==> src/sv/serial_command_keyword_parser_top_macros.svh <==
// Assertion macros used by the serial command keyword parser RTL.
`ifndef SERIAL_COMMAND_KEYWORD_PARSER_TOP_MACROS_SVH
`define SERIAL_COMMAND_KEYWORD_PARSER_TOP_MACROS_SVH

`ifndef SYNTHESIS
`define SCP_ASSERT(label, clk, rst_n, prop) \
    label: assert property (@(posedge clk) disable iff (!rst_n) (prop)) \
        else $error("scp assertion failed");
`define SCP_ASSERT_NEXT(label, clk, rst_n, ante, cons) \
    label: assert property (@(posedge clk) disable iff (!rst_n) (ante) |=> (cons)) \
        else $error("scp assertion failed");
`else
`define SCP_ASSERT(label, clk, rst_n, prop)
`define SCP_ASSERT_NEXT(label, clk, rst_n, ante, cons)
`endif

`endif

==> src/sv/scp_pkg.sv <==
// Package: command codes, character constants and stage types for the parser.
`timescale 1ns / 1ps
`default_nettype none

package scp_pkg;

    typedef enum logic [3:0] {
        CMD_NONE = 4'd0,
        CMD_RUN  = 4'd1,
        CMD_RY   = 4'd2,
        CMD_RG   = 4'd3,
        CMD_YR   = 4'd4,
        CMD_GR   = 4'd5,
        CMD_SET  = 4'd6,
        CMD_MAN  = 4'd7,
        CMD_DATA = 4'd8
    } cmd_t;

    localparam logic [7:0] CH_BANG = 8'h21;
    localparam logic [7:0] CH_HASH = 8'h23;
    localparam logic [7:0] CH_STAR = 8'h2A;
    localparam logic [7:0] CH_A    = 8'h61;
    localparam logic [7:0] CH_E    = 8'h65;
    localparam logic [7:0] CH_G    = 8'h67;
    localparam logic [7:0] CH_M    = 8'h6D;
    localparam logic [7:0] CH_N    = 8'h6E;
    localparam logic [7:0] CH_R    = 8'h72;
    localparam logic [7:0] CH_S    = 8'h73;
    localparam logic [7:0] CH_T    = 8'h74;
    localparam logic [7:0] CH_U    = 8'h75;
    localparam logic [7:0] CH_Y    = 8'h79;

    typedef struct packed {
        logic       valid;
        logic [7:0] data;
    } stage_t;

endpackage

`default_nettype wire

==> src/sv/scp_if.sv <==
// Channel interfaces: received byte stream and parsed command stream.
`timescale 1ns / 1ps
`default_nettype none

interface scp_byte_if;
    logic       valid;
    logic       ready;
    logic [7:0] rx_byte;

    modport source (output valid, output rx_byte, input ready);
    modport sink   (input valid, input rx_byte, output ready);
endinterface

interface scp_cmd_if;
    logic          valid;
    logic          ready;
    scp_pkg::cmd_t command;
    logic          payload_byte;

    modport source (output valid, output command, output payload_byte, input ready);
    modport sink   (input valid, input command, input payload_byte, output ready);
endinterface

`default_nettype wire

==> src/sv/serial_command_keyword_parser_top.sv <==
// Path: an accepted byte passes the input register, then the result register.
// Throughput: one byte per cycle; the input register and the result register
// each step whenever the stage after them is free. A waiting result holds the
// result register; rx takes one more byte into the input register, then stalls.
// Reset: asynchronous, active low; parser returns to idle and both stages empty.
`timescale 1ns / 1ps
`default_nettype none

module serial_command_keyword_parser_top (
    input  wire logic clk,
    input  wire logic rst_n,
    scp_byte_if.sink  rx,
    scp_cmd_if.source tx
);
    import scp_pkg::*;

    stage_t item;
    logic   take;

    scp_in_stage u_in_stage (
        .clk   (clk),
        .rst_n (rst_n),
        .rx    (rx),
        .item  (item),
        .take  (take)
    );

    scp_fsm u_fsm (
        .clk   (clk),
        .rst_n (rst_n),
        .item  (item),
        .take  (take),
        .tx    (tx)
    );

endmodule

`default_nettype wire

==> src/sv/scp_in_stage.sv <==
// Input register stage: captures one received byte per transaction.
`timescale 1ns / 1ps
`default_nettype none

module scp_in_stage (
    input  wire logic      clk,
    input  wire logic      rst_n,
    scp_byte_if.sink       rx,
    output scp_pkg::stage_t item,
    input  wire logic      take
);
    import scp_pkg::*;

    logic       valid_reg;
    logic       valid_next;
    logic [7:0] data_reg;
    logic       accept;

    assign rx.ready   = !valid_reg || take;
    assign accept     = rx.valid && rx.ready;
    assign valid_next = accept ? 1'b1 : (take ? 1'b0 : valid_reg);

    always_ff @(posedge clk or negedge rst_n)
    begin
        if (!rst_n)
        begin
            valid_reg <= 1'b0;
        end
        else
        begin
            valid_reg <= valid_next;
        end
    end

    always_ff @(posedge clk)
    begin
        if (accept)
        begin
            data_reg <= rx.rx_byte;
        end
    end

    assign item.valid = valid_reg;
    assign item.data  = data_reg;

endmodule

`default_nettype wire

==> src/sv/scp_fsm.sv <==
// Keyword automaton with its result register.
`timescale 1ns / 1ps
`default_nettype none
`include "serial_command_keyword_parser_top_macros.svh"

module scp_fsm (
    input  wire logic            clk,
    input  wire logic            rst_n,
    input  wire scp_pkg::stage_t item,
    output logic                 take,
    scp_cmd_if.source            tx
);
    import scp_pkg::*;

    typedef enum logic [4:0] {
        ST_IDLE = 5'd0,
        ST_MARK = 5'd1,
        ST_R    = 5'd2,
        ST_RU   = 5'd3,
        ST_RUN  = 5'd4,
        ST_RY   = 5'd5,
        ST_RG   = 5'd6,
        ST_Y    = 5'd7,
        ST_YR   = 5'd8,
        ST_G    = 5'd9,
        ST_GR   = 5'd10,
        ST_S    = 5'd11,
        ST_SE   = 5'd12,
        ST_SET  = 5'd13,
        ST_M    = 5'd14,
        ST_MA   = 5'd15,
        ST_MAN  = 5'd16,
        ST_STAR = 5'd17
    } state_t;

    state_t     state_reg;
    state_t     state_next;
    cmd_t       cmd_reg;
    cmd_t       cmd_next;
    logic       pay_reg;
    logic       pay_next;
    logic       valid_reg;
    logic       valid_next;
    logic [7:0] c;
    logic       is_hash;

    assign c       = item.data;
    assign is_hash = (c == CH_HASH);
    assign take    = item.valid && (!valid_reg || tx.ready);

    always_comb
    begin
        state_next = state_reg;
        cmd_next   = CMD_NONE;
        pay_next   = 1'b0;
        if (c == CH_BANG)
        begin
            state_next = ST_MARK;
        end
        else
        begin
            case (state_reg)
                ST_MARK:
                begin
                    if (c == CH_R)         state_next = ST_R;
                    else if (c == CH_Y)    state_next = ST_Y;
                    else if (c == CH_G)    state_next = ST_G;
                    else if (c == CH_S)    state_next = ST_S;
                    else if (c == CH_M)    state_next = ST_M;
                    else if (c == CH_STAR) state_next = ST_STAR;
                    else                   state_next = ST_IDLE;
                end
                ST_R:
                begin
                    if (c == CH_G)      state_next = ST_RG;
                    else if (c == CH_U) state_next = ST_RU;
                    else if (c == CH_Y) state_next = ST_RY;
                    else                state_next = ST_IDLE;
                end
                ST_RU: state_next = (c == CH_N) ? ST_RUN : ST_IDLE;
                ST_Y:  state_next = (c == CH_R) ? ST_YR  : ST_IDLE;
                ST_G:  state_next = (c == CH_R) ? ST_GR  : ST_IDLE;
                ST_S:  state_next = (c == CH_E) ? ST_SE  : ST_IDLE;
                ST_SE: state_next = (c == CH_T) ? ST_SET : ST_IDLE;
                ST_M:  state_next = (c == CH_A) ? ST_MA  : ST_IDLE;
                ST_MA: state_next = (c == CH_N) ? ST_MAN : ST_IDLE;
                ST_RUN:
                begin
                    state_next = ST_IDLE;
                    cmd_next   = is_hash ? CMD_RUN : CMD_NONE;
                end
                ST_RY:
                begin
                    state_next = ST_IDLE;
                    cmd_next   = is_hash ? CMD_RY : CMD_NONE;
                end
                ST_RG:
                begin
                    state_next = ST_IDLE;
                    cmd_next   = is_hash ? CMD_RG : CMD_NONE;
                end
                ST_YR:
                begin
                    state_next = ST_IDLE;
                    cmd_next   = is_hash ? CMD_YR : CMD_NONE;
                end
                ST_GR:
                begin
                    state_next = ST_IDLE;
                    cmd_next   = is_hash ? CMD_GR : CMD_NONE;
                end
                ST_SET:
                begin
                    state_next = ST_IDLE;
                    cmd_next   = is_hash ? CMD_SET : CMD_NONE;
                end
                ST_MAN:
                begin
                    state_next = ST_IDLE;
                    cmd_next   = is_hash ? CMD_MAN : CMD_NONE;
                end
                ST_STAR:
                begin
                    if (is_hash)
                    begin
                        state_next = ST_IDLE;
                        cmd_next   = CMD_DATA;
                    end
                    else
                    begin
                        pay_next = 1'b1;
                    end
                end
                default: state_next = ST_IDLE;
            endcase
        end
    end

    assign valid_next = take ? 1'b1 : (tx.ready ? 1'b0 : valid_reg);

    always_ff @(posedge clk or negedge rst_n)
    begin
        if (!rst_n)
        begin
            state_reg <= ST_IDLE;
            valid_reg <= 1'b0;
            cmd_reg   <= CMD_NONE;
            pay_reg   <= 1'b0;
        end
        else
        begin
            valid_reg <= valid_next;
            if (take)
            begin
                state_reg <= state_next;
                cmd_reg   <= cmd_next;
                pay_reg   <= pay_next;
            end
        end
    end

    assign tx.valid        = valid_reg;
    assign tx.command      = cmd_reg;
    assign tx.payload_byte = pay_reg;

    // a command and a payload mark never come together
    `SCP_ASSERT(a_cmd_pay_excl, clk, rst_n, !(valid_reg && cmd_reg != CMD_NONE && pay_reg))
    `SCP_ASSERT_NEXT(a_cmd_to_idle, clk, rst_n, take && cmd_next != CMD_NONE, state_reg == ST_IDLE)
    `SCP_ASSERT_NEXT(a_pay_in_frame, clk, rst_n, take && pay_next, state_reg == ST_STAR)
    `SCP_ASSERT_NEXT(a_bang_restart, clk, rst_n, take && c == CH_BANG, state_reg == ST_MARK)
    `SCP_ASSERT_NEXT(a_hold_state, clk, rst_n, !take, $stable(state_reg))

endmodule

`default_nettype wire

==> src/flat_wrapper.sv <==
// flat-port wrapper written by rule: the top's interface ports become plain ports
module serial_command_keyword_parser_top_flat import scp_pkg::*;
  (clk, rst_n, rx_valid, rx_rx_byte, rx_ready, tx_valid, tx_command, tx_payload_byte, tx_ready);
  scp_byte_if rx_i ();
  scp_cmd_if tx_i ();
  input  wire logic clk;
  input  wire logic rst_n;
  input wire logic [$bits(rx_i.valid)-1:0] rx_valid;
  input wire logic [$bits(rx_i.rx_byte)-1:0] rx_rx_byte;
  output wire logic [$bits(rx_i.ready)-1:0] rx_ready;
  output wire logic [$bits(tx_i.valid)-1:0] tx_valid;
  output wire logic [$bits(tx_i.command)-1:0] tx_command;
  output wire logic [$bits(tx_i.payload_byte)-1:0] tx_payload_byte;
  input wire logic [$bits(tx_i.ready)-1:0] tx_ready;
  assign rx_i.valid = rx_valid;
  assign rx_i.rx_byte = rx_rx_byte;
  assign rx_ready = rx_i.ready;
  assign tx_valid = tx_i.valid;
  assign tx_command = tx_i.command;
  assign tx_payload_byte = tx_i.payload_byte;
  assign tx_i.ready = tx_ready;
  serial_command_keyword_parser_top u_core (.clk(clk), .rst_n(rst_n), .rx(rx_i), .tx(tx_i));
endmodule
==> config.mk <==
export PLATFORM = sky130hd
export DESIGN_NAME = serial_command_keyword_parser_top_flat
export DESIGN_NICKNAME = d
export VERILOG_FILES = /design/src/sv/scp_pkg.sv /design/src/sv/scp_if.sv /design/src/sv/serial_command_keyword_parser_top.sv /design/src/sv/scp_in_stage.sv /design/src/sv/scp_fsm.sv /design/src/flat_wrapper.sv
export VERILOG_INCLUDE_DIRS = /design/src /design/src/sv
export SDC_FILE = /design/constraint.sdc
export NUM_CORES = 1
export LEC_CHECK = 0
export BUFFER_PORTS_ARGS = -buffer_cell sky130_fd_sc_hd__buf_4
export CAP_MARGIN = 20
export CORE_MARGIN = 2
export CORE_UTILIZATION = 55
export CTS_CLUSTER_DIAMETER = 50
export DETAILED_ROUTE_END_ITERATION = 10
export PLACE_DENSITY = 0.79
export SYNTH_ARGS = -nofsm -noshare
export SYNTH_HDL_FRONTEND = slang
export SYNTH_SLANG_ARGS = --single-unit
export TNS_END_PERCENT = 10
==> constraint.sdc <==
create_clock -name clk -period 2.45 [get_ports clk]
set_input_delay 0.1225 -clock clk [delete_from_list [all_inputs] [get_ports clk]]
set_output_delay 0.1225 -clock clk [all_outputs]
set_load 0.02 [all_outputs]
### After elaboration in Yosys (flattened, before gate mapping)

Cells that the tools add are included.

| storage, ports and cells | value |
|---|---|
| register bits after elaboration | 20 |
| input bits | 12 |
| memories kept | 0 |
| output and inout port bits | 7 |
| bits in read-only memories | 0 |
| word-level logic and storage cells | 82 |
| bits in latches | 0 |
| memory bits (writable) | 0 |

| cells by class | value |
|---|---|
| $lt $le $gt $ge | 0 |
| shift-type cells | 0 |
| divide/modulo/power cells | 0 |
| multiplexer cells | 36 |
| add/sub/neg operators | 0 |
| reductions and logical operators | 9 |
| bitwise gates (word level) | 0 |
| equality and inequality tests | 31 |
| $mul | 0 |

Operators by type and width:

| operator | count |
|---|---|
| $eq 8x7->1 const B | 10 |
| $pmux 5 s10 | 1 |
| $mux 5 | 9 |
| $eq 5x4->1 const B | 8 |
| $pmux 4 s8 | 1 |
| $mux 4 | 7 |
| $eq 8x6->1 const B | 3 |
| $mux 3 | 8 |
| $eq 5x3->1 const B | 4 |
| $eq 5x2->1 const B | 2 |
| $eq 5x5->1 const B | 2 |
| $mux 1 | 8 |
| $eq 5x1->1 const B | 1 |
| $mux 2 | 2 |
| $reduce_bool 2->1 | 2 |
| $ne 3x3->1 const B | 1 |
| $logic_and 1x1->1 | 2 |
| $logic_not 1->1 | 2 |
| $logic_or 1x1->1 | 2 |
| $reduce_and 2->1 | 1 |

### Logic depth before layout (Yosys ltp)

| depth | value |
|---|---|
| depth in word-level cells | 9 |
| mapped depth | 6 |
| depth with buffers taken out | 5 |

### Cells and area by module

From an unflattened synthesis, not the netlist that was laid out.

| second synthesis, totals | value |
|---|---|
| cells, all modules | 141 |
| area total of the unflattened synthesis | 1357.6 um^2 |

Modules (own cells, without submodules):

| module | area an instance (um^2) | times used | cells an instance |
|---|---|---|---|
| scp_fsm | 1056.0 | 1 | 128 |
| scp_in_stage | 301.5 | 1 | 13 |

### Worst setup path after synthesis

No wires, ideal clock.

| timing path | value |
|---|---|
| kind | register to register |
| from | register u_core.u_in_stage.data_reg[3] |
| to | register u_core.u_fsm.state_reg[3] |
| setup slack | 0.527 ns |
| buffers on the path | 1 |
| required time | 2.376 ns |
| data arrival time | 1.849 ns |
| cell stages (with the launch flop) | 7 |
| setup time | 0.074 ns |
| cells stage by stage | edfxtp_1 buf_6 or3b_4 or4_4 a21oi_2 and4b_1 o21ai_2 |

| on the way | value |
|---|---|
| word-level cells in the longest chain between the ends | 8 |
| elaborated cells on any way between the ends | 24 |
| those cells by class | eq/ne (11); mux (12); reduce/logical (1) |

Ends and longest elaborated chain:

| what | line | RTL |
|---|---|---|
| start, declared | scp_in_stage.sv:16 | `logic [7:0] data_reg;` |
| start signal, assigned | scp_in_stage.sv:39 | `data_reg <= rx.rx_byte;` |
| $eq 8x7->1 | scp_fsm.sv:69 | `else if (c == CH_M) state_next = ST_M;` |
| $mux 5 | scp_fsm.sv:69 |  |
| $mux 5 | scp_fsm.sv:68 | `else if (c == CH_S) state_next = ST_S;` |
| $mux 5 | scp_fsm.sv:67 | `else if (c == CH_G) state_next = ST_G;` |
| $mux 5 | scp_fsm.sv:66 | `else if (c == CH_Y) state_next = ST_Y;` |
| $mux 5 | scp_fsm.sv:65 | `if (c == CH_R) state_next = ST_R;` |
| $pmux 5 s10 | scp_fsm.sv:62 | `case (state_reg)` |
| $mux 5 | scp_fsm.sv:56 | `if (c == CH_BANG)` |
| end signal, assigned | scp_fsm.sv:155 | `state_reg <= state_next;` |
| end, declared | scp_fsm.sv:36 | `state_t state_reg;` |

Parallel ways exist; a longest one is shown, timed or not.
A chain may end at the register's enable or synchronous reset.

### Worst setup path in the final report

| timing path | value |
|---|---|
| from | register u_core.u_in_stage.data_reg[4] |
| to | register u_core.u_fsm.state_reg[0] |

| on the way | value |
|---|---|
| word-level cells in the longest chain between the ends | 9 |
| elaborated cells on any way between the ends | 26 |
| those cells by class | eq/ne (12); mux (13); reduce/logical (1) |

Ends and longest elaborated chain:

| what | line | RTL |
|---|---|---|
| $eq 8x6->1 | scp_fsm.sv:70 | `else if (c == CH_STAR) state_next = ST_STAR;` |
| $mux 5 | scp_fsm.sv:70 |  |
| $mux 5 | scp_fsm.sv:69 |  |
| $mux 5 | scp_fsm.sv:68 |  |
| $mux 5 | scp_fsm.sv:67 |  |
| $mux 5 | scp_fsm.sv:66 |  |
| $mux 5 | scp_fsm.sv:65 |  |
| $pmux 5 s10 | scp_fsm.sv:62 |  |
| $mux 5 | scp_fsm.sv:56 |  |

Parallel ways exist; a longest one is shown, timed or not.

==> impl_metrics.py <==
metrics = {
    "detailed_routing": {
        "wl_per_cell_um": 16.3,
        "routed_wl_mm": 3.23,
        "vias": 1250,
        "dr.pass1.iters": 4,
        "ant_nets": 0,
        "drt_iter0_markers": 53,
        "vias_per_cell": 6.31,
        "drc_errors": 0,
    },
    "clocking": {
        "cts.clk_slew.worst_paths_ps": 100,
        "cts_buffer_depth": 2,
        "cts.repair.resized": 0,
        "cts_max_level": 1,
        "cts_buffers": 3,
        "clockRootBuffer": "clkbuf_4",
        "clkLatencyLatePin_ps": 290,
        "cts.sinks": 20,
        "cts_tree": "done",
    },
    "synth": {
        "async_flop_share_pct": 60.0,
        "avgSynthCellArea_um2": 8.88,
        "syn_inst": 149,
        "yosys_most_used_dff": "dfrtp_1",
        "yosysSeqAreaShare_pct": 40.8,
        "synth_cell_types": 46,
        "yosys_warnings": 0,
        "postSynthNetCount": 161,
        "ys_seq_elements": 20,
        "synth_edf_count": 8,
        "syn_area_mm2": 0.00132,
    },
    "floorplanning": {
        "io-pin-count": 19,
        "coreArea_mm2": 0.00225,
        "fp.dieW_um": 53.1,
        "fp-row-count": 17,
        "die_h_um": 53.1,
        "floorplan.die_area_mm2": 0.00282,
        "start_util_pct": 58.7,
    },
    "placed_design": {
        "dp.final_hpwl_mm": 2.23,
        "post_dp_cell_area_mm2": 0.00144,
        "io_buffers": 18,
        "gp_congestion": 0.944,
    },
    "finish": {
        "nFillCells": 179,
        "largest_reg_flops": 8,
        "nets": 183,
        "antenna_cells": 0,
        "drive_gt1_share_pct": 15.9,
        "area_growth_pct": 17.4,
        "final_area_mm2": 0.00155,
    },
    "timing": {
        "fin_crit_ps": 2140,
        "rsz0062_at_grt": "no",
        "clock-skew-final_ps": 7.56,
        "finalMaxSlewViolations": 0,
        "setup-tns-final_ps": 0,
        "tightest_slew_ps": 459,
        "setup_viol": 0,
        "min_period_over_period_pct": 87.4,
        "fmax_ghz": 0.467,
        "finalHoldViolations": 0,
        "relSlewSlack_pct": 69.4,
    },
    "grt": {
        "gr-total-overflow": 0,
        "grt_pass1_wl_mm": 4.86,
        "grt_use_total_pct": 23.8,
        "antenna_found_initial": 0,
        "grt_pass1_vias": 1048,
        "grt_max_degree": 16,
    },
    "pwr": {
        "p_leak_nw": 0.578,
        "power.density_mw_per_mm2": 422,
        "ir_worst_vdd_uv": 451,
    },
    "outcome": {
        "status": "finished, final reports clean",
    },
    "setup_path": {
        "endpoint_kind": "flop",
        "worstPathRequired_ps": 2610,
        "crit_fanout": 9,
        "cp.arrival_ps": 2300,
        "criticalPathCategory": "reg2reg",
        "critPathLaunchType": "flop",
    },
    "flow_run": {
        "cap_viol_max_count": 0,
    },
    "worst_hold_path": {
        "hp-class": "in2reg",
    },
}
metal layers:
metal | vias to the layer above | GRT usage, % | routed length, µm | part of all wire, %
met5 | - | 0 | 0 | 0
met1 | 583 | 34.1 | 1360 | 42
met3 | 8 | 1.98 | 201 | 6.2
li1 | 595 | - | - | -
met2 | 64 | 38.5 | 1600 | 50
met4 | 0 | 6.84 | 62 | 1.9
through the flow:
stage / utilization, % / hold slack, ps / cells / setup WS [ps] / power (mW)
after floorplan: - / -173 / 149 / 527 / 0.462
after global placement: 63.8 / -30.9 / 185 / 431 / 0.495
after detailed placement: 63.8 / -30.3 / 185 / 341 / 0.496
after CTS: 65.4 / 0.0365 / 190 / 322 / 0.648
after global routing: 68.9 / 39.9 / 198 / 101 / 0.686
final: 68.9 / 41.2 / 198 / 310 / 0.655
report_power, final:
group | switching, mW | total [mW] | internal [mW]
Combinational | 0.0602 | 0.114 | 0.0542
Sequential | 0.0258 | 0.390 | 0.365
Clock | 0.0914 | 0.150 | 0.0591
placed cells by master, fill, tap and decap left out, types with 3 or more instances in the layout:
master,count
inv_1,3
nor3b_1,4
edfxtp_1,8
o21ai_0,7
nor2_1,11
dfrtp_1,12
buf_4,18
dlygate4sd3_1,9
xor2_1,3
o22ai_1,3
a21oi_1,7
nand3_1,6
nor3_1,7
nand2b_1,7
clkbuf_4,3
or3_1,3
nor2b_1,5
nand2_1,15
and2_1,3
cell families after synthesis:
family	share of synthesized area (%)
buf+inv	5.10
xor+xnor	2.65
compound gates	16.6
simple gates	34.8
flops	40.8
cell usage after synthesis, drive strengths merged, types with 2 or more instances:
cell type / count / share of area (%)
a21oi: 8 / 3.3
nor2b: 5 / 2.4
o22ai: 3 / 1.4
and2: 3 / 1.4
o21ai: 8 / 3.3
nand3: 7 / 3.0
nor3: 7 / 2.6
clkbuf: 7 / 2.0
o2111ai: 2 / 1.3
dfrtp: 12 / 23
nand2: 15 / 4.3
buf: 3 / 2.3
a31oi: 2 / 0.95
nand3b: 2 / 1.1
inv: 3 / 0.85
nand4b: 2 / 1.3
nor2: 11 / 3.1
xor2: 3 / 2.0
nand2b: 7 / 3.3
nor3b: 4 / 2.3
edfxtp: 8 / 18
a32oi: 2 / 1.3
and3: 2 / 0.95
or3: 3 / 1.4
nor4: 2 / 0.95
a211oi: 2 / 1.1
timing repair:
action / 4_1_cts / 5_1_grt
endpoints found under the hold margin: 12 / 8
hold buffers: 1 / 8
setup buffers: 0 / 0
worst paths after layout:
kind                       cells after the start                           to  slack (ps)                     startpoint
max                                            5    u_core.u_fsm.state_reg[0]         310  u_core.u_in_stage.data_reg[4]
min                                            2  u_core.u_in_stage.valid_reg          40                       rx_valid
max reg2reg                                    5    u_core.u_fsm.state_reg[0]         310  u_core.u_in_stage.data_reg[4]
min reg2reg                                    2   u_core.u_fsm.tx.command[2]         500     u_core.u_fsm.tx.command[2]
max in group asynchronous                      2    u_core.u_fsm.state_reg[0]        2090                          rst_n
min in group asynchronous                      2   u_core.u_fsm.tx.command[2]         200                          rst_n
worst max-delay path: stages, from the launching register on:
cell	delay (ps)
edfxtp_1	530
or4b_1	590
o2111ai_1	330
o311a_1	290
nor3b_1	190
o22ai_1	90
final cells by class:
type                    count  area [µm²]  share of cell area [%]
well taps                  28        35.0                    2.25
repair buffers             27         225                    14.5
clock buffers               3        22.5                    1.45
flip-flops and latches     20         541                    34.8
clock inverters             1        3.75                   0.242
inverters                   3        11.3                   0.725
multi-input cells         116         716                    46.1
Note: power is estimated with default switching activity, not from simulation.
